File: src/hdl/assert_macros.svh
// assertion macros shared by the alu rtl
// no dependencies
`ifndef ASSERT_MACROS_SVH
`define ASSERT_MACROS_SVH

`define ASSERT_IMPL(lbl, clk, rstn, prop) \
  lbl: assert property (@(posedge clk) disable iff (!rstn) (prop)) else $error("%m: lbl");

`define ASSERT_NEXT(lbl, clk, rstn, pre, post) \
  lbl: assert property (@(posedge clk) disable iff (!rstn) (pre) |=> (post)) else $error("%m: lbl");

`endif

File: src/hdl/fpa_pkg.sv
// types and constants for the q24.8 alu
// no dependencies
`timescale 1ns / 1ps
`default_nettype none
package fpa_pkg;
  localparam int unsigned DataW = 32;
  localparam int unsigned ActW  = 3;

  typedef enum logic [ActW-1:0] {
    ACT_ADD = 3'd0,
    ACT_SUB = 3'd1,
    ACT_MUL = 3'd2,
    ACT_DIV = 3'd3,
    ACT_MIN = 3'd4,
    ACT_MAX = 3'd5
  } action_e;

  typedef struct packed {
    logic [DataW-1:0] result_value;
    logic             a_less;
    logic             a_equal;
    logic             a_greater;
    logic             overflow_flag;
    logic             divide_by_zero;
  } res_t;
endpackage
`default_nettype wire

File: src/hdl/fpa_back.sv
// last stage: divide rounding and saturation, output register
// depends on fpa_pkg
`timescale 1ns / 1ps
`default_nettype none
module fpa_back #(
  parameter int unsigned NumW = 40
) (
  input  wire logic              clk_i,
  input  wire logic              rst_ni,
  input  wire logic              en_i,
  input  wire logic              vld_i,
  input  wire fpa_pkg::res_t     pass_i,
  input  wire logic              isdiv_i,
  input  wire logic              neg_i,
  input  wire logic [NumW-1:0]   quo_i,
  input  wire logic [32:0]       rem_i,
  input  wire logic [31:0]       den_i,
  output logic                   vld_o,
  output fpa_pkg::res_t          res_o
);
  logic [NumW:0] q;
  logic          up;
  fpa_pkg::res_t res_d;

  always_comb begin
    up = {rem_i, 1'b0} >= {2'b00, den_i};
    q  = (NumW+1)'(quo_i) + (NumW+1)'(up);
    res_d = pass_i;
    if (isdiv_i) begin
      if (neg_i && q != '0) begin
        if (q > (NumW+1)'(33'h0_8000_0000)) begin
          res_d.result_value = 32'h8000_0000; res_d.overflow_flag = 1'b1;
        end else begin
          res_d.result_value = 32'(-q);
        end
      end else if (q > (NumW+1)'(33'h0_7FFF_FFFF)) begin
        res_d.result_value = 32'h7FFF_FFFF; res_d.overflow_flag = 1'b1;
      end else begin
        res_d.result_value = q[31:0];
      end
    end
  end

  always_ff @(posedge clk_i or negedge rst_ni) begin
    if (!rst_ni) begin
      vld_o <= 1'b0;
    end else if (en_i) begin
      vld_o <= vld_i;
    end
  end

  always_ff @(posedge clk_i) begin
    if (en_i) begin
      res_o <= res_d;
    end
  end
endmodule
`default_nettype wire

File: config.mk
export PLATFORM = sky130hd
export DESIGN_NAME = fpa_back
export DESIGN_NICKNAME = d
export VERILOG_FILES = /design/src/hdl/assert_macros.svh /design/src/hdl/fpa_pkg.sv /design/src/hdl/fpa_back.sv
export SDC_FILE = /design/constraint.sdc
export NUM_CORES = 1
export LEC_CHECK = 0
export ABC_AREA = 1
export BUFFER_PORTS_ARGS = -buffer_cell sky130_fd_sc_hd__buf_2
export CAP_MARGIN = 40
export CORE_UTILIZATION = 45
export CTS_CLUSTER_SIZE = 28
export DETAILED_ROUTE_END_ITERATION = 12
export PLACE_DENSITY = 0.72
export SYNTH_ARGS = -nofsm -noshare
export SYNTH_HDL_FRONTEND = slang
export SYNTH_SLANG_ARGS = --single-unit
File: constraint.sdc
create_clock -name clk_i -period 1.1 [get_ports clk_i]
set_input_delay 0.055 -clock clk_i [delete_from_list [all_inputs] [get_ports clk_i]]
set_output_delay 0.055 -clock clk_i [all_outputs]
set_load 0.005 [all_outputs]
==> results by group <==
Global route
  • Antenna violations before repair: 0
  • Pin count of the biggest net entering global routing: 31
  • Grt total ovfl: 0
  • GRT Util Overall: 0.344
  • Vias in the first global route: about 8000
  • First-pass GRT wire length: 36700 microns

Place
  • Dpl hpwl: 17200 microns
  • RePlAce Congestion: approximately 0.97
  • Port bufs: 185
  • Placed cell count: 1624
  • Post-place setup slack: -2.76 ns

Routing
  • Initial drt markers: 805
  • Post-route antenna net violation count: 0
  • Drt pass-1 iters: 6
  • Via Count: 8802
  • DRC: 0
  • Via/cell ratio: 5.22
  • DRT Wirelength: 25300 microns
  • DR WL/cell: ~15 microns

CTS
  • Max clock buf depth: 2
  • Worst skew pair latency: 0.28 ns
  • CTS tree: done
  • CTS buffer count: 5
  • Root Driver: clkbuf_16
  • Clock sink count: 38
  • H-tree lvl count: 2
  • CTS clk-pin slew, worst paths: 0.06 ns

Final layout
  • Fin nets: around 1700
  • Most frequent cells in the layout: nand2_1, buf_4, buf_2
  • P&R area growth vs syn: 70.0%
  • Non-Filler Instances: 1685
  • Most common cell after layout, fill and taps aside: nand2_1
  • Ant diodes: 0
  • Share of layout cells above drive strength 1: 0.407

Power and ir drop
  • Total power draw: 0.00603 W
  • VDD IR max: between 0.0008 and 0.0009 V
  • Pwr per Cell Area: 597 nW/um^2
  • Leak: about 5.5 nW

Floorplan
  • Ports: 186
  • Die Ht: between 100 and 150 microns
  • Row Count: 41
  • Core Area: 12800 sq um
  • Die footprint: about 14000 sq um
  • Die width: 117 microns
  • Starting Density: 0.465

STA
  • Final Max Tran Viols: 0
  • Hold Vio Cnt, Final: 0
  • Count of final setup violators: 33
  • Max transition margin: 0.718
  • Slew at the pin closest to its max-slew limit: 0.420 ns
  • RSZ-0062 raised after global routing: true
  • Max Fclk: 267 MHz
  • Post-route clock skew: 0 ns
  • Final period util: 3.40
  • Post-route setup slack: -2.64 ns
  • Final min period: approximately 3.7 ns

Outcome
  • Failing checks: setup timing
  • Outcome: finished with violations

Worst setup path
  • Worst Setup End Kind: register
  • Reg2reg end: vld_o$_DFFE_PN0P_
  • Flop2flop setup slack: 0.35 ns
  • Worst-path cell chain: buf_2, inv_1, ha_1, nand3_1, nor3_2, o21ai_1, nand3_1, ha_4, clkinvlp_4, nor2_8, nand3_1, o21ai_1, nand3_4, nor2_4, nand2_2, inv_2, nand3_4, buf_6, o21ai_4, clkbuf_16, nand2_2, nand2_1, nand2_1, nand2_1
  • Worst Path Required: 1.25 ns
  • Max incr delay on CP: 0.39 ns
  • Worst r2r path cells: 1
  • CP max-delay cell: o21ai_1
  • Critical Path Start Type: primary input
  • Delay-heaviest family, CP: simple AND/OR/NAND/NOR gates
  • CP Class: primary input to register
  • Buf+Inv Stages, Crit Path: 6
  • CP max FO: 7
  • FF-to-FF Start: vld_o$_DFFE_PN0P_
  • CP arrival: 3.89 ns

Yosys
  • Number of synthesized flops with an enable pin: 37
  • Asr flop ratio synth: 0.0263
  • Post-synth cell types: 36
  • Cell Area, Synth: roughly 5900 sq um
  • FF+latch count, synth: 38
  • Cells after Synth: 1074
  • Synth Flop Type: edfxtp_1
  • Post-synthesis sequential area ratio: 0.191
  • Synthesis warning total: 0
  • Syn_nets: 1257
  • Syn Area/Cell: 5.54 sq um

Min path
  • Worst Hold Class: primary input to register
  • Hold EP: res_o[6]$_DFFE_PP_
  • HP Start: pass_i[6]
  • Hold depth: 3

Job
  • MaxCap Viol Count: 0
==> worst min-delay path, cell delays in order <==
cell,delay [ns]
buf_2,0.07
nand2_1,0.04
nand2_1,0.04
==> registers in the layout, summed over array words and instances, names as in the netlist <==
register	count
vld_o	1
res_o	37
==> Yosys cell counts (3+ instances only) <==
cell type | instances | share of area
o21ai_0 | 7 | 0.0059
nand2_1 | 459 | 0.29
a21oi_1 | 17 | 0.014
nor2_4 | 3 | 0.0057
nand3_1 | 103 | 0.087
clkbuf_1 | 4 | 0.0025
xor2_1 | 18 | 0.027
buf_6 | 3 | 0.0057
inv_1 | 152 | 0.096
nand4_1 | 24 | 0.025
nand3b_1 | 6 | 0.0076
nand2_4 | 3 | 0.0057
nor3_1 | 8 | 0.0067
nor2_2 | 14 | 0.015
nand2_2 | 13 | 0.014
buf_2 | 13 | 0.011
nor2_8 | 3 | 0.010
o211ai_1 | 3 | 0.0038
ha_1 | 35 | 0.074
nor2_1 | 130 | 0.082
edfxtp_1 | 37 | 0.19
clkinv_1 | 3 | 0.0019
==> kinds of logic after synthesis <==
kind of cell | share of synthesized area
and+or+nand+nor | 0.554
muxes | 0.00189
DFF | 0.191
buffers and inverters | 0.118
adders and majority gates | 0.0737
AOI/OAI and AO/OA | 0.0316
xor gates and xnor gates | 0.0295
==> metal layers <==
metal	part of all wire	vias to the layer above	global-route usage	wire length [microns]
li1	-	4237	-	-
met1	0.38	3979	0.409	9640
met2	0.49	473	0.625	12400
met3	0.085	113	0.0525	2150
met4	0.044	0	0.123	1110
met5	0	-	0	0
==> metrics by stage <==
step	utilization	area, sq um	hold slack (ns)	TNS, ns
3_5_place_dp	0.693	8850	-0.168	-89.69
3_3_place_gp	0.693	8850	-0.170	-84.92
6_report	0.791	10100	0.0353	-85.23
2_1_floorplan	-	6200	-0.241	-67.53
5_1_grt	0.791	10100	0.0366	-92.35
4_1_cts	0.765	9770	0.0230	-73.73
==> final cells by class <==
class | instances | area [sq um]
repair buffers | 450 | 3250
well taps | 172 | 215
clock buffers | 5 | 125
inverters | 157 | 608
flip-flops and latches | 38 | 1140
fillers | 926 | 2670
multi-input cells | 860 | 4730
clock inverters | 3 | 45.0
==> worst max path at each step <==
stage                          from             endpoint  slack [ns]  depth (start not counted)
after floorplan           den_i[17]  res_o[36]$_DFFE_PP_       -2.08                         26
after global routing      den_i[31]  res_o[20]$_DFFE_PP_       -2.88                         25
after CTS                 den_i[17]  res_o[17]$_DFFE_PP_       -2.25                         31
final                     den_i[31]  res_o[22]$_DFFE_PP_       -2.64                         24
after detailed placement  den_i[17]  res_o[30]$_DFFE_PP_       -2.76                         30
after global placement    den_i[17]   res_o[7]$_DFFE_PP_       -2.60                         30
==> report_power, final <==
group | total (W) | switching (W) | internal, W
combinational | 0.00262 | 0.00137 | 0.00125
clock | 0.00164 | 0.000567 | 0.00107
sequential | 0.00178 | 0.0000344 | 0.00174
==> repair_timing <==
item,4_1_cts,5_1_grt
hold buffers,6,0
endpoints found under the hold margin,6,0
gates cloned,7,3
buffers inserted,27,10
endpoints found under the setup margin,33,33
pin swaps,33,27
gates resized for setup,69,62
No activity file was read; power rests on OpenSTA's default activity.
