**src/hdl/assert_macros.svh**
```systemverilog
// assertion macros shared by the alu rtl
// no dependencies
`ifndef ASSERT_MACROS_SVH
`define ASSERT_MACROS_SVH

`define ASSERT_IMPL(lbl, clk, rstn, prop) \
  lbl: assert property (@(posedge clk) disable iff (!rstn) (prop)) else $error("%m: lbl");

`define ASSERT_NEXT(lbl, clk, rstn, pre, post) \
  lbl: assert property (@(posedge clk) disable iff (!rstn) (pre) |=> (post)) else $error("%m: lbl");

`endif

```
**src/hdl/fpa_pkg.sv**
```systemverilog
// types and constants for the q24.8 alu
// no dependencies
`timescale 1ns / 1ps
`default_nettype none
package fpa_pkg;
  localparam int unsigned DataW = 32;
  localparam int unsigned ActW  = 3;

  typedef enum logic [ActW-1:0] {
    ACT_ADD = 3'd0,
    ACT_SUB = 3'd1,
    ACT_MUL = 3'd2,
    ACT_DIV = 3'd3,
    ACT_MIN = 3'd4,
    ACT_MAX = 3'd5
  } action_e;

  typedef struct packed {
    logic [DataW-1:0] result_value;
    logic             a_less;
    logic             a_equal;
    logic             a_greater;
    logic             overflow_flag;
    logic             divide_by_zero;
  } res_t;
endpackage
`default_nettype wire

```
**src/hdl/fpa_div_cell.sv**
```systemverilog
// one restoring divide cell: one quotient bit per stage, carries the request along
// depends on fpa_pkg
`timescale 1ns / 1ps
`default_nettype none
module fpa_div_cell #(
  parameter int unsigned NumW = 40,
  parameter int unsigned Idx  = 0
) (
  input  wire logic              clk_i,
  input  wire logic              rst_ni,
  input  wire logic              en_i,
  input  wire logic              vld_i,
  input  wire logic [NumW-1:0]   num_i,
  input  wire logic [32:0]       rem_i,
  input  wire logic [NumW-1:0]   quo_i,
  input  wire logic [31:0]       den_i,
  input  wire fpa_pkg::res_t     pass_i,
  input  wire logic              isdiv_i,
  input  wire logic              neg_i,
  output logic                   vld_o,
  output logic [NumW-1:0]        num_o,
  output logic [32:0]            rem_o,
  output logic [NumW-1:0]        quo_o,
  output logic [31:0]            den_o,
  output fpa_pkg::res_t          pass_o,
  output logic                   isdiv_o,
  output logic                   neg_o
);
  logic [33:0] shifted;
  logic [33:0] diff;
  logic        take;
  logic [32:0] rem_d;
  logic [NumW-1:0] quo_d;

  always_comb begin
    shifted = {rem_i, num_i[NumW-1-Idx]};
    diff    = shifted - {2'b00, den_i};
    take    = !diff[33];
    rem_d   = take ? diff[32:0] : shifted[32:0];
    quo_d   = quo_i;
    quo_d[NumW-1-Idx] = take;
  end

  always_ff @(posedge clk_i or negedge rst_ni) begin
    if (!rst_ni) begin
      vld_o <= 1'b0;
    end else if (en_i) begin
      vld_o <= vld_i;
    end
  end

  always_ff @(posedge clk_i) begin
    if (en_i) begin
      num_o   <= num_i;
      rem_o   <= rem_d;
      quo_o   <= quo_d;
      den_o   <= den_i;
      pass_o  <= pass_i;
      isdiv_o <= isdiv_i;
      neg_o   <= neg_i;
    end
  end
endmodule
`default_nettype wire

```
**config.mk**
```make
export PLATFORM = sky130hd
export DESIGN_NAME = fpa_div_cell
export DESIGN_NICKNAME = d
export VERILOG_FILES = /design/src/hdl/assert_macros.svh /design/src/hdl/fpa_pkg.sv /design/src/hdl/fpa_div_cell.sv
export SDC_FILE = /design/constraint.sdc
export NUM_CORES = 1
export LEC_CHECK = 0
export BUFFER_PORTS_ARGS = -buffer_cell sky130_fd_sc_hd__buf_4
export CORE_UTILIZATION = 30
export CTS_BUF_LIST = sky130_fd_sc_hd__clkbuf_8
export DETAILED_ROUTE_END_ITERATION = 7
export GPL_TIMING_DRIVEN = 1
export PLACE_DENSITY = 0.65
export SYNTH_ARGS = -nofsm -noshare
export SYNTH_HDL_FRONTEND = slang
export SYNTH_SLANG_ARGS = --single-unit
export TNS_END_PERCENT = 1
```
**constraint.sdc**
```tcl
create_clock -name clk_i -period 0.85 [get_ports clk_i]
set_input_delay 0.085 -clock clk_i [delete_from_list [all_inputs] [get_ports clk_i]]
set_output_delay 0.085 -clock clk_i [all_outputs]
set_load 0.01 [all_outputs]
```
==> flow_metrics.tcl <==
set metrics [dict create \
    status "finished with violations" \
    violations "negative setup slack" \
    port_buffers 371 \
    required_ns 1.06 \
    setup_slack_ns -1.40 \
    fill_cells 1913 \
    hp-start "rem_i[15]" \
    worstPathCellList "buf_4, inv_4, ha_4, a21o_1, a32o_2, o211ai_2, o2111a_2, nor2_4, a22o_4, or2_4, inv_6, mux2_4" \
    gp_congestion 0.809 \
    dpl_cell_area_um2 12000 \
    critical-path-top-delay-family "compound AO/OA/AOI/OAI gates" \
    dp.cells 1295 \
    design_area_um2 15300 \
    p_leak_nw 6.65 \
    fin_hold_ws_ns 0.0278 \
    remaining_drc_errors 0 \
    start_kind "input pin" \
    maxSlewViolCount 0 \
    utilization_pct 60.1 \
    p_int_mw 17.5 \
    synth_top_area_cell "edfxtp_1" \
    clock-root-buffer "clkbuf_8" \
    p_switching_mw 6.97 \
    ant_nets 0 \
    ios 373 \
    clk-insertion-delay-late_ns 0.45 \
    skew_ns 0 \
    die_x_um 164 \
    post_drt_wl_per_cell_um 18.9 \
    h-tree-depth 4 \
    yosysWarningCount 0 \
    switching_share_pct 28.5 \
    worst-path-buf-inv 3 \
    synth_fp_nets 708 \
    fmax_mhz 444 \
    r2r_start "vld_o$_DFFE_PN0P_" \
    ys_seq_elements 185 \
    p_clk_share_pct 24.2 \
    num_antenna_cells 0 \
    clkTransAtPathRegs_ns 0.11 \
    grt_pass1_wl_um 40200 \
    dp_hpwl_um 18900 \
    path_max_fanout 6 \
    worst_pin_slew_ns 0.468 \
    finalCritPeriodShare_pct 265 \
    synthArstFlopShare_pct 0.541 \
    holdBufCountCts 178 \
    netlist-cell-type-count 60 \
    grt_pass1_vias 7138 \
    wirelength_um 28700 \
    worstSetupPathType "input pin to register" \
    cap_viol_max_count 0 \
    endpoint_kind "register" \
    area_growth_pct 94.6 \
    pwr-share-seq_pct 46.9 \
    hp-class "input pin to register" \
    final_cell_count_no_fill 1517 \
    total_power_mw 24.5 \
    synth_area_leaders "edfxtp_1 (70%), ha_1 (5.1%), mux2_4 (3.6%), inv_1 (2.0%), xnor2_1 (2.0%)" \
    gr-total-overflow 0 \
    antenna_found_initial 0 \
    setup_violations 219 \
    crit_path_start "den_i[6]" \
    netlist_area_um2 7870 \
    slowest_delay_ns 0.36 \
    first_pass_iters 5 \
    track_usage_pct 20.2 \
    grt_max_degree 34 \
    synth_top_cell_area_share_pct 70.2 \
    combPwrFrac_pct 28.9 \
    die_area_um2 26900 \
    syn-instance-count 487 \
    p_per_area_nw_per_um2 1600 \
    vias 6833 \
    final_nets 1396 \
    slew_headroom_pct 68.5 \
    rsz0062_at_grt "true" \
    start_util_pct 30.9 \
    cts_made_buffers 17 \
    core.rowCount 58 \
    die_h_um 164 \
    hold_viol_final 0 \
    finalCriticalPeriod_ns 2.25 \
    clock-sinks 185 \
    cts_buffer_depth 2 \
    synth_seq_area_share_pct 70.6 \
    critical_path.slowest_cell "or2_4" \
    critPathArrivalTime_ns 2.46 \
    irDropWorstVdd_uv 1350 \
    dr.first_iter.drc_count 440 \
    core_area_um2 25500 \
    synth_area_per_cell_um2 16.2 \
    viasPerCell 4.50 \
    synth_edf_count 184 \
    cts_tree "yes" \
    ys.flop_type "edfxtp_1" \
    drive_gt1_share_pct 51.9 \
]
-- state kept, by name, indices dropped and copies added (netlist names) --
register and flops:
isdiv_o 1, vld_o 1, num_o 40, neg_o 1, pass_o 37, quo_o 40, den_o 32, rem_o 33
-- final cells by class --
type / instances / area, µm² / share of cell area (%)
repair inverters: 3 / 33.8 / 0.221
flip-flops and latches: 185 / 5550 / 36.3
multi-input cells: 251 / 2430 / 15.9
well taps: 330 / 413 / 2.70
clock buffers: 17 / 234 / 1.53
clock inverters: 14 / 154 / 1.01
inverters: 43 / 193 / 1.26
repair buffers: 674 / 6310 / 41.2
-- stage by stage --
stage | setup WS [ns] | TNS (ns)
floorplan | -1.77 | -56.04
global placement | -2.02 | -73.05
detailed placement | -2.10 | -74.86
CTS | -1.50 | -92.69
global route | -1.47 | -100.13
finish | -1.40 | -88.03
-- worst min-delay path, cell delays in order --
cell	delay, ns
buf_4	0.09
buf_4	0.09
mux2_4	0.12
-- placed cells by master, fill, tap and decap left out, types with 16 or more instances in the layout --
| cell type | n |
|---|---|
| edfxtp_1 | 184 |
| buf_6 | 187 |
| clkbuf_8 | 18 |
| dlygate4sd3_1 | 178 |
| o21ai_0 | 16 |
| buf_4 | 299 |
| xnor2_1 | 18 |
| mux2_4 | 24 |
| ha_1 | 18 |
| inv_1 | 32 |
-- worst paths after layout --
path / endpoint / slack, ns / cells past startpoint
setup reg to reg: vld_o$_DFFE_PN0P_ / 0.08 / 1
setup / recovery: rem_o[11]$_DFFE_PP_ / -1.40 / 12
hold reg to reg: vld_o$_DFFE_PN0P_ / 0.56 / 1
hold / removal: rem_o[16]$_DFFE_PP_ / 0.03 / 3
min in group asynchronous: vld_o$_DFFE_PN0P_ / 0.46 / 3
max in group asynchronous: vld_o$_DFFE_PN0P_ / 0.29 / 3
-- timing repair --
action / in CTS / in global routing
gates cloned: 2 / 1
resized for setup: 162 / 96
setup endpoints to repair: 219 / 219
pin swaps: 15 / 22
setup buffers: 4 / 6
endpoints found under the hold margin: 180 / 2
-- Yosys cell counts (all sizes together), types with 2 or more instances --
master and instances:
edfxtp 184, inv 43, ha 32, o21ai 27
mux2 25, a21oi 23, xnor2 18, a21o 15
nor2 12, nand2 11, nor3 8, xor2 8
a31oi 6, a211oi 5, and3 5, buf 5
nand2b 5, nand3 5, nor2b 5, o21a 4
o31ai 4, a221o 3, clkbuf 3, nand4 3
o211ai 3, a2111oi 2, and2 2, and4 2
o21bai 2
-- power groups by stage --
stage,clock network [mW],logic (mW),registers (mW)
after global placement,0,5.38,11.4
after detailed placement,0,5.44,11.5
final,5.93,7.07,11.5
after global routing,6.38,7.54,11.5
after CTS,6.11,6.66,11.4
after floorplan,0,1.76,11.9
-- routing by layer --
metal	up-vias	part of all wire (%)	GRT usage (%)
met4	0	3.2	7.95
met2	249	53	37.3
met1	3297	37	21.8
li1	3237	-	-
met3	50	6.2	5.10
met5	-	0	0
-- cells by family after synthesis --
| logic type | after synthesis | synth area share (%) |
|---|---|---|
| and+or+nand+nor | 60 | 4.09 |
| adders and majority gates | 33 | 5.34 |
| DFF | 185 | 70.6 |
| buffers and inverters | 51 | 2.91 |
| AOI/OAI and AO/OA | 106 | 9.59 |
| muxes | 26 | 4.61 |
| xor gates and xnor gates | 26 | 2.89 |
Note: power is estimated with default switching activity, not from simulation.
