## config.mk

```make
export PLATFORM = sky130hd
export DESIGN_NAME = fpa_front
export DESIGN_NICKNAME = d
export VERILOG_FILES = /design/src/hdl/assert_macros.svh /design/src/hdl/fpa_pkg.sv /design/src/hdl/fpa_front.sv
export SDC_FILE = /design/constraint.sdc
export NUM_CORES = 2
export LEC_CHECK = 0
export BUFFER_PORTS_ARGS = -buffer_cell sky130_fd_sc_hd__buf_2
export CORE_AREA = 2 2 315 317
export DETAILED_ROUTE_END_ITERATION = 7
export DIE_AREA = 0 0 317 319
export PLACE_DENSITY = 0.59
export SYNTH_ARGS = -nofsm -noshare
export SYNTH_HDL_FRONTEND = slang
export SYNTH_SLANG_ARGS = --single-unit
```

## constraint.sdc

```tcl
create_clock -name clk_i -period 0.8 [get_ports clk_i]
set_input_delay 0.04 -clock clk_i [delete_from_list [all_inputs] [get_ports clk_i]]
set_output_delay 0.04 -clock clk_i [all_outputs]
set_load 0.05 [all_outputs]
```

## src/hdl/assert_macros.svh

```systemverilog
// assertion macros shared by the alu rtl
// no dependencies
`ifndef ASSERT_MACROS_SVH
`define ASSERT_MACROS_SVH

`define ASSERT_IMPL(lbl, clk, rstn, prop) \
  lbl: assert property (@(posedge clk) disable iff (!rstn) (prop)) else $error("%m: lbl");

`define ASSERT_NEXT(lbl, clk, rstn, pre, post) \
  lbl: assert property (@(posedge clk) disable iff (!rstn) (pre) |=> (post)) else $error("%m: lbl");

`endif

```

## src/hdl/fpa_pkg.sv

```systemverilog
// types and constants for the q24.8 alu
// no dependencies
`timescale 1ns / 1ps
`default_nettype none
package fpa_pkg;
  localparam int unsigned DataW = 32;
  localparam int unsigned ActW  = 3;

  typedef enum logic [ActW-1:0] {
    ACT_ADD = 3'd0,
    ACT_SUB = 3'd1,
    ACT_MUL = 3'd2,
    ACT_DIV = 3'd3,
    ACT_MIN = 3'd4,
    ACT_MAX = 3'd5
  } action_e;

  typedef struct packed {
    logic [DataW-1:0] result_value;
    logic             a_less;
    logic             a_equal;
    logic             a_greater;
    logic             overflow_flag;
    logic             divide_by_zero;
  } res_t;
endpackage
`default_nettype wire

```

## src/hdl/fpa_front.sv

```systemverilog
// first stage: compare, add, subtract, min, max, 32x32 magnitude multiply, divide setup
// depends on fpa_pkg
`timescale 1ns / 1ps
`default_nettype none
module fpa_front #(
  parameter int unsigned FracBits = 8,
  parameter int unsigned NumW = 32 + FracBits
) (
  input  wire logic                      clk_i,
  input  wire logic                      rst_ni,
  input  wire logic                      en_i,
  input  wire logic                      vld_i,
  input  wire logic [fpa_pkg::ActW-1:0]  action_i,
  input  wire logic signed [31:0]        a_i,
  input  wire logic signed [31:0]        b_i,
  output logic                           vld_o,
  output fpa_pkg::res_t                  pass_o,
  output logic                           isdiv_o,
  output logic                           neg_o,
  output logic [NumW-1:0]                num_o,
  output logic [31:0]                    den_o
);
  logic [31:0] mag_a, mag_b;
  logic signed [32:0] sum, dif;
  logic [63:0] prod;
  logic [64:0] prod_r;
  logic [64-FracBits:0] q_mul;
  logic neg;
  fpa_pkg::res_t pass_d;

  function automatic logic [32:0] sat_s33(input logic signed [32:0] s, output logic ovf);
    logic [32:0] r;
    ovf = 1'b0;
    r = s;
    if (s > 33'sd2147483647) begin
      ovf = 1'b1; r = 33'h0_7FFF_FFFF;
    end else if (s < -33'sd2147483648) begin
      ovf = 1'b1; r = 33'h1_8000_0000;
    end
    return r;
  endfunction

  always_comb begin
    logic ovf;
    logic [32:0] t;
    mag_a = a_i[31] ? 32'(-a_i) : 32'(a_i);
    mag_b = b_i[31] ? 32'(-b_i) : 32'(b_i);
    neg   = a_i[31] ^ b_i[31];
    sum   = 33'(a_i) + 33'(b_i);
    dif   = 33'(a_i) - 33'(b_i);
    prod  = 64'(mag_a) * 64'(mag_b);
    prod_r = 65'(prod) + (65'd1 << (FracBits - 1));
    q_mul = prod_r[64:FracBits];
    pass_d = '0;
    pass_d.a_less    = a_i < b_i;
    pass_d.a_equal   = a_i == b_i;
    pass_d.a_greater = a_i > b_i;
    ovf = 1'b0;
    t = '0;
    unique case (action_i)
      fpa_pkg::ACT_ADD: begin
        t = sat_s33(sum, ovf);
        pass_d.result_value = t[31:0];
        pass_d.overflow_flag = ovf;
      end
      fpa_pkg::ACT_SUB: begin
        t = sat_s33(dif, ovf);
        pass_d.result_value = t[31:0];
        pass_d.overflow_flag = ovf;
      end
      fpa_pkg::ACT_MUL: begin
        if (neg && q_mul != '0) begin
          if (q_mul > (64-FracBits+1)'(33'h0_8000_0000)) begin
            pass_d.result_value = 32'h8000_0000; pass_d.overflow_flag = 1'b1;
          end else begin
            pass_d.result_value = 32'(-q_mul);
          end
        end else if (q_mul > (64-FracBits+1)'(33'h0_7FFF_FFFF)) begin
          pass_d.result_value = 32'h7FFF_FFFF; pass_d.overflow_flag = 1'b1;
        end else begin
          pass_d.result_value = q_mul[31:0];
        end
      end
      fpa_pkg::ACT_DIV: pass_d.divide_by_zero = (b_i == '0);
      fpa_pkg::ACT_MIN: pass_d.result_value = (a_i < b_i) ? a_i : b_i;
      fpa_pkg::ACT_MAX: pass_d.result_value = (a_i > b_i) ? a_i : b_i;
      default: pass_d.result_value = '0;
    endcase
  end

  always_ff @(posedge clk_i or negedge rst_ni) begin
    if (!rst_ni) begin
      vld_o <= 1'b0;
    end else if (en_i) begin
      vld_o <= vld_i;
    end
  end

  always_ff @(posedge clk_i) begin
    if (en_i) begin
      pass_o  <= pass_d;
      isdiv_o <= (action_i == fpa_pkg::ACT_DIV) && (b_i != '0);
      neg_o   <= neg;
      num_o   <= {mag_a, FracBits'(0)};
      den_o   <= mag_b;
    end
  end
endmodule
`default_nettype wire

```

==> out/metrics.cfg <==
[cells_and_area]
fraction_of_final_layout_cells_with_drive_strength_greater_than_1_pct=30.99
post_layout_nets=7810
final_area_um2=62030
synthToLayoutAreaGrowth_pct=41.95

[clocking]
cts_tree=done
clk_root_buffer_cell=sky130_fd_sc_hd__clkbuf_16
worst_setup_hold_path_clk_slew_ns=0.09
clock_latency_ns=0.43
cts-root-to-sink-buffers=2
cts_buffers=9
cts_sinks=104
cts_max_level=3

[hold_path]
timing.hold.worst.class=in2reg
min_path_cells=3
worst_hold_startpoint=en_i
whs_endpoint=vld_o

[floorplan]
die_area_um2=101100
placeableCoreArea_um2=97700
starting_density_of_the_core_pct=44.73
fp_rows=115
floorplan.die.width_um=317
floorplan_die_height_um=319
top_level_ports=183

[yosys]
synth.cell_area_um2=43700
synth_area_per_cell_um2=8.448
postSynthCellCount=5173
asyncSetResetFlopFracSynth_pct=0.9615
synth_compound_area_share_pct=10.16
synth_top_flop_cell=sky130_fd_sc_hd__edfxtp_1
synth.area.mux_share_pct=0.5096
ys_seq_elements=104
yosysWarningCount=0
ys_top_cells_by_area=sky130_fd_sc_hd__fa_1 (41%), sky130_fd_sc_hd__ha_1 (10%), sky130_fd_sc_hd__inv_1 (8.7%)
adder_cell_area_share_of_the_yosys_netlist_pct=51.51
number_of_enable_flip_flop_cells_after_synthesis=103
yosys.area.top_type_share_pct=41.23
synthSimpleGateAreaFrac_pct=16.73
ys_seq_area_share_pct=7.135
synth_largest_area_cell=sky130_fd_sc_hd__fa_1
synth-xor-area-share_pct=2.666
synth_top_family_by_area=adder cells
count_of_different_cell_masters_after_synthesis=94

[critical_path]
cp_slowest_stage_delay_ns=0.60
critical_path.startpoint_type=input pin
worst-path-max-fanout=5
worst-r2r-setup-slack_ns=0.02
timing.critical_path.to_type=flip-flop
r2r_cells=1
worst_r2r_startpoint=vld_o
timing.critical_path.mode_cell=sky130_fd_sc_hd__fa_1
worstSetupPathType=in2reg
worst-endpoint-required_ns=0.98
crit_slowest_cell=sky130_fd_sc_hd__fa_2
worst_r2r_endpoint=vld_o
critical_path_arrival_ns=10.80

[place]
dp.final_hpwl_um=156300
dpl_cell_area_um2=56690
place_congestion=0.9931
io_buffers=174

[sta]
finalWorstSetupSlack_ns=-9.819
unrepaired_setup_endpoints_after_global_routing=yes
worst_hold_slack_ns=-0.001345
worstMarginPinSlew_ns=0.7169
finalClockSkew_ns=0
fraction_of_the_cycle_the_final_worst_path_needs_pct=1327
maxSlewHeadroom_pct=52.21
final_hold_viol_count=1
finalSetupViolCount=205
timing.fmax_mhz=94.17
finalMaxSlewViolations=0
post-route-min-period_ns=10.62

[routing]
ant_nets=0
vias=42560
vias_per_cell=5.476
avgRoutedWirePerCell_um=23.67
detail_route.drc_violations=0
drt_pass_1_iters=6
first_iter_violations=4155
route.final.wire_length_um=184000

[grt]
grt_antenna_before_repair=3
wire_length_of_the_first_global_routing_pass_um=274900
grt_max_degree=36
grt_pass1_vias=43480
gr-usage-all-layers_pct=36.90
overflow=0

[run_status]
result_of_the_run=complete, but fails checks
failed_checks=negative hold slack, negative setup slack

[flow_run]
cap_violations=0

[how the worst max path moves through the flow]
stage / start / end / slack [ns] / depth (start not counted)
6_report: a_i[4] / pass_o[11] / -9.82 / 38
5_1_grt: a_i[4] / pass_o[11] / -10.11 / 41
4_1_cts: a_i[3] / pass_o[26] / -9.85 / 43
2_1_floorplan: a_i[6] / pass_o[16] / -9.76 / 35
3_5_place_dp: a_i[6] / pass_o[12] / -10.59 / 42
3_3_place_gp: a_i[6] / pass_o[12] / -10.59 / 42
[cells in the final DEF, fill, tap and decap left out, types with 16 or more instances in the layout]
cell / Yosys / routed
sky130_fd_sc_hd__o21bai_1: 17 / 17
sky130_fd_sc_hd__o21a_1: 27 / 27
sky130_fd_sc_hd__buf_12: 0 / 126
sky130_fd_sc_hd__xor2_1: 46 / 29
sky130_fd_sc_hd__a21oi_2: 0 / 31
sky130_fd_sc_hd__a221oi_1: 32 / 28
sky130_fd_sc_hd__a21oi_1: 176 / 145
sky130_fd_sc_hd__xnor2_2: 0 / 25
sky130_fd_sc_hd__nor2_1: 675 / 658
sky130_fd_sc_hd__fa_2: 0 / 30
sky130_fd_sc_hd__inv_1: 1014 / 962
sky130_fd_sc_hd__o211ai_1: 31 / 31
sky130_fd_sc_hd__inv_2: 5 / 18
sky130_fd_sc_hd__nand2b_1: 33 / 23
sky130_fd_sc_hd__and3_1: 19 / 17
sky130_fd_sc_hd__xnor2_4: 0 / 16
sky130_fd_sc_hd__buf_8: 0 / 28
sky130_fd_sc_hd__and2_1: 29 / 24
sky130_fd_sc_hd__buf_2: 3 / 54
sky130_fd_sc_hd__nand4_1: 48 / 48
sky130_fd_sc_hd__or3_1: 20 / 17
sky130_fd_sc_hd__fa_1: 900 / 870
sky130_fd_sc_hd__o21ai_1: 15 / 22
sky130_fd_sc_hd__o21ai_0: 120 / 89
sky130_fd_sc_hd__nor3_1: 45 / 34
sky130_fd_sc_hd__ha_1: 359 / 321
sky130_fd_sc_hd__a31oi_1: 20 / 18
sky130_fd_sc_hd__edfxtp_1: 103 / 103
sky130_fd_sc_hd__buf_6: 1 / 230
sky130_fd_sc_hd__nand3_1: 46 / 37
sky130_fd_sc_hd__ha_4: 0 / 37
sky130_fd_sc_hd__buf_4: 8 / 1105
sky130_fd_sc_hd__nand2_1: 652 / 634
sky130_fd_sc_hd__nor4_1: 24 / 18
sky130_fd_sc_hd__a21o_1: 28 / 28
sky130_fd_sc_hd__xnor2_1: 87 / 47
[critical path, delay by kind of cell]
family                   cells  cell delay (ns)
adder cells (fa/ha/maj)      9             4.40
XOR/XNOR                     1             0.15
buffers and inverters       10             1.29
AND/OR/NAND/NOR             13             3.77
AO/OA/AOI/OAI                4             0.91
multiplexers                 1             0.21
[state kept, by name, summed over array words and instances (netlist names)]
signal	count
neg_o	1
isdiv_o	1
pass_o	37
den_o	32
vld_o	1
num_o	32
[cells in the mapped netlist (9+ instances only)]
library cell / instances
sky130_fd_sc_hd__a211oi_1: 16
sky130_fd_sc_hd__o21a_1: 27
sky130_fd_sc_hd__o21ai_1: 15
sky130_fd_sc_hd__inv_1: 1014
sky130_fd_sc_hd__and4_1: 14
sky130_fd_sc_hd__and3_1: 19
sky130_fd_sc_hd__nor2_1: 675
sky130_fd_sc_hd__nand3_1: 46
sky130_fd_sc_hd__clkbuf_1: 242
sky130_fd_sc_hd__nor3_1: 45
sky130_fd_sc_hd__buf_1: 9
sky130_fd_sc_hd__o31ai_1: 29
sky130_fd_sc_hd__a211o_1: 12
sky130_fd_sc_hd__o21bai_1: 17
sky130_fd_sc_hd__a31o_2: 10
sky130_fd_sc_hd__o41ai_1: 10
sky130_fd_sc_hd__and2_1: 29
sky130_fd_sc_hd__edfxtp_1: 103
sky130_fd_sc_hd__o211ai_1: 31
sky130_fd_sc_hd__a22oi_1: 14
sky130_fd_sc_hd__o21ai_0: 120
sky130_fd_sc_hd__nand4_1: 48
sky130_fd_sc_hd__o22ai_1: 13
sky130_fd_sc_hd__a31oi_1: 20
sky130_fd_sc_hd__xnor2_1: 87
sky130_fd_sc_hd__a221o_1: 13
sky130_fd_sc_hd__clkinv_1: 21
sky130_fd_sc_hd__nor2b_1: 15
sky130_fd_sc_hd__or3_1: 20
sky130_fd_sc_hd__or4_1: 18
sky130_fd_sc_hd__a21oi_1: 176
sky130_fd_sc_hd__o31a_1: 11
sky130_fd_sc_hd__nand2_1: 652
sky130_fd_sc_hd__fa_1: 900
sky130_fd_sc_hd__a21o_1: 28
sky130_fd_sc_hd__nor3b_1: 10
sky130_fd_sc_hd__xor2_1: 46
sky130_fd_sc_hd__mux2i_1: 13
sky130_fd_sc_hd__nor4_1: 24
sky130_fd_sc_hd__a221oi_1: 32
sky130_fd_sc_hd__nand2b_1: 33
sky130_fd_sc_hd__ha_1: 359
[repair_timing]
| item | CTS | global route |
|---|---|---|
| hold endpoints to repair | 2 | 0 |
| gates resized for setup | 397 | 578 |
| cloned | 7 | 3 |
| setup buffers | 97 | 77 |
| hold buffers | 3 | 0 |
| endpoints found under the setup margin | 205 | 205 |
| pin swaps | 150 | 140 |
[per-layer routing]
metal  routed length, um  track usage [%]
met1               74620            50.18
met2               82900            57.35
met5                  17                0
met4                8454            13.69
met3               17990            8.460
[layout make-up]
| type | count | area (um^2) |
|---|---|---|
| multi-input cells | 3774 | 38420 |
| clock buffers | 9 | 225.2 |
| diodes | 1 | 2.502 |
| fillers | 8284 | 35670 |
| clock inverters | 7 | 88.84 |
| repair buffers | 1551 | 14260 |
| inverters | 1040 | 4304 |
| flip-flops and latches | 104 | 3119 |
| well taps | 1287 | 1610 |
[stage by stage]
| step | hold slack [ns] | cells | setup TNS (ns) | worst slack (ns) | utilization (%) |
|---|---|---|---|---|---|
| after detailed placement | -0.1851 | 7592 | -478.65 | -10.59 | 58.02 |
| after global routing | -0.0004863 | 7772 | -449.26 | -10.11 | 63.49 |
| after floorplan | -0.2556 | 5180 | -409.07 | -9.759 | - |
| final | -0.001345 | 7773 | -435.47 | -9.819 | 63.49 |
| after global placement | -0.1854 | 7592 | -478.09 | -10.59 | 58.02 |
| after CTS | -0.01707 | 7714 | -443.86 | -9.845 | 61.11 |
[cells by family after synthesis]
group                      after synthesis
and+or+nand+nor                       1687
buffers and inverters                 1303
adders and majority gates             1259
AOI/OAI and AO/OA                      666
xor gates and xnor gates               133
DFF                                    104
muxes                                   20
other                                    1
Power is not shown: default switching activity piles up to over one toggle a cycle in this logic, so the estimate is an artifact.
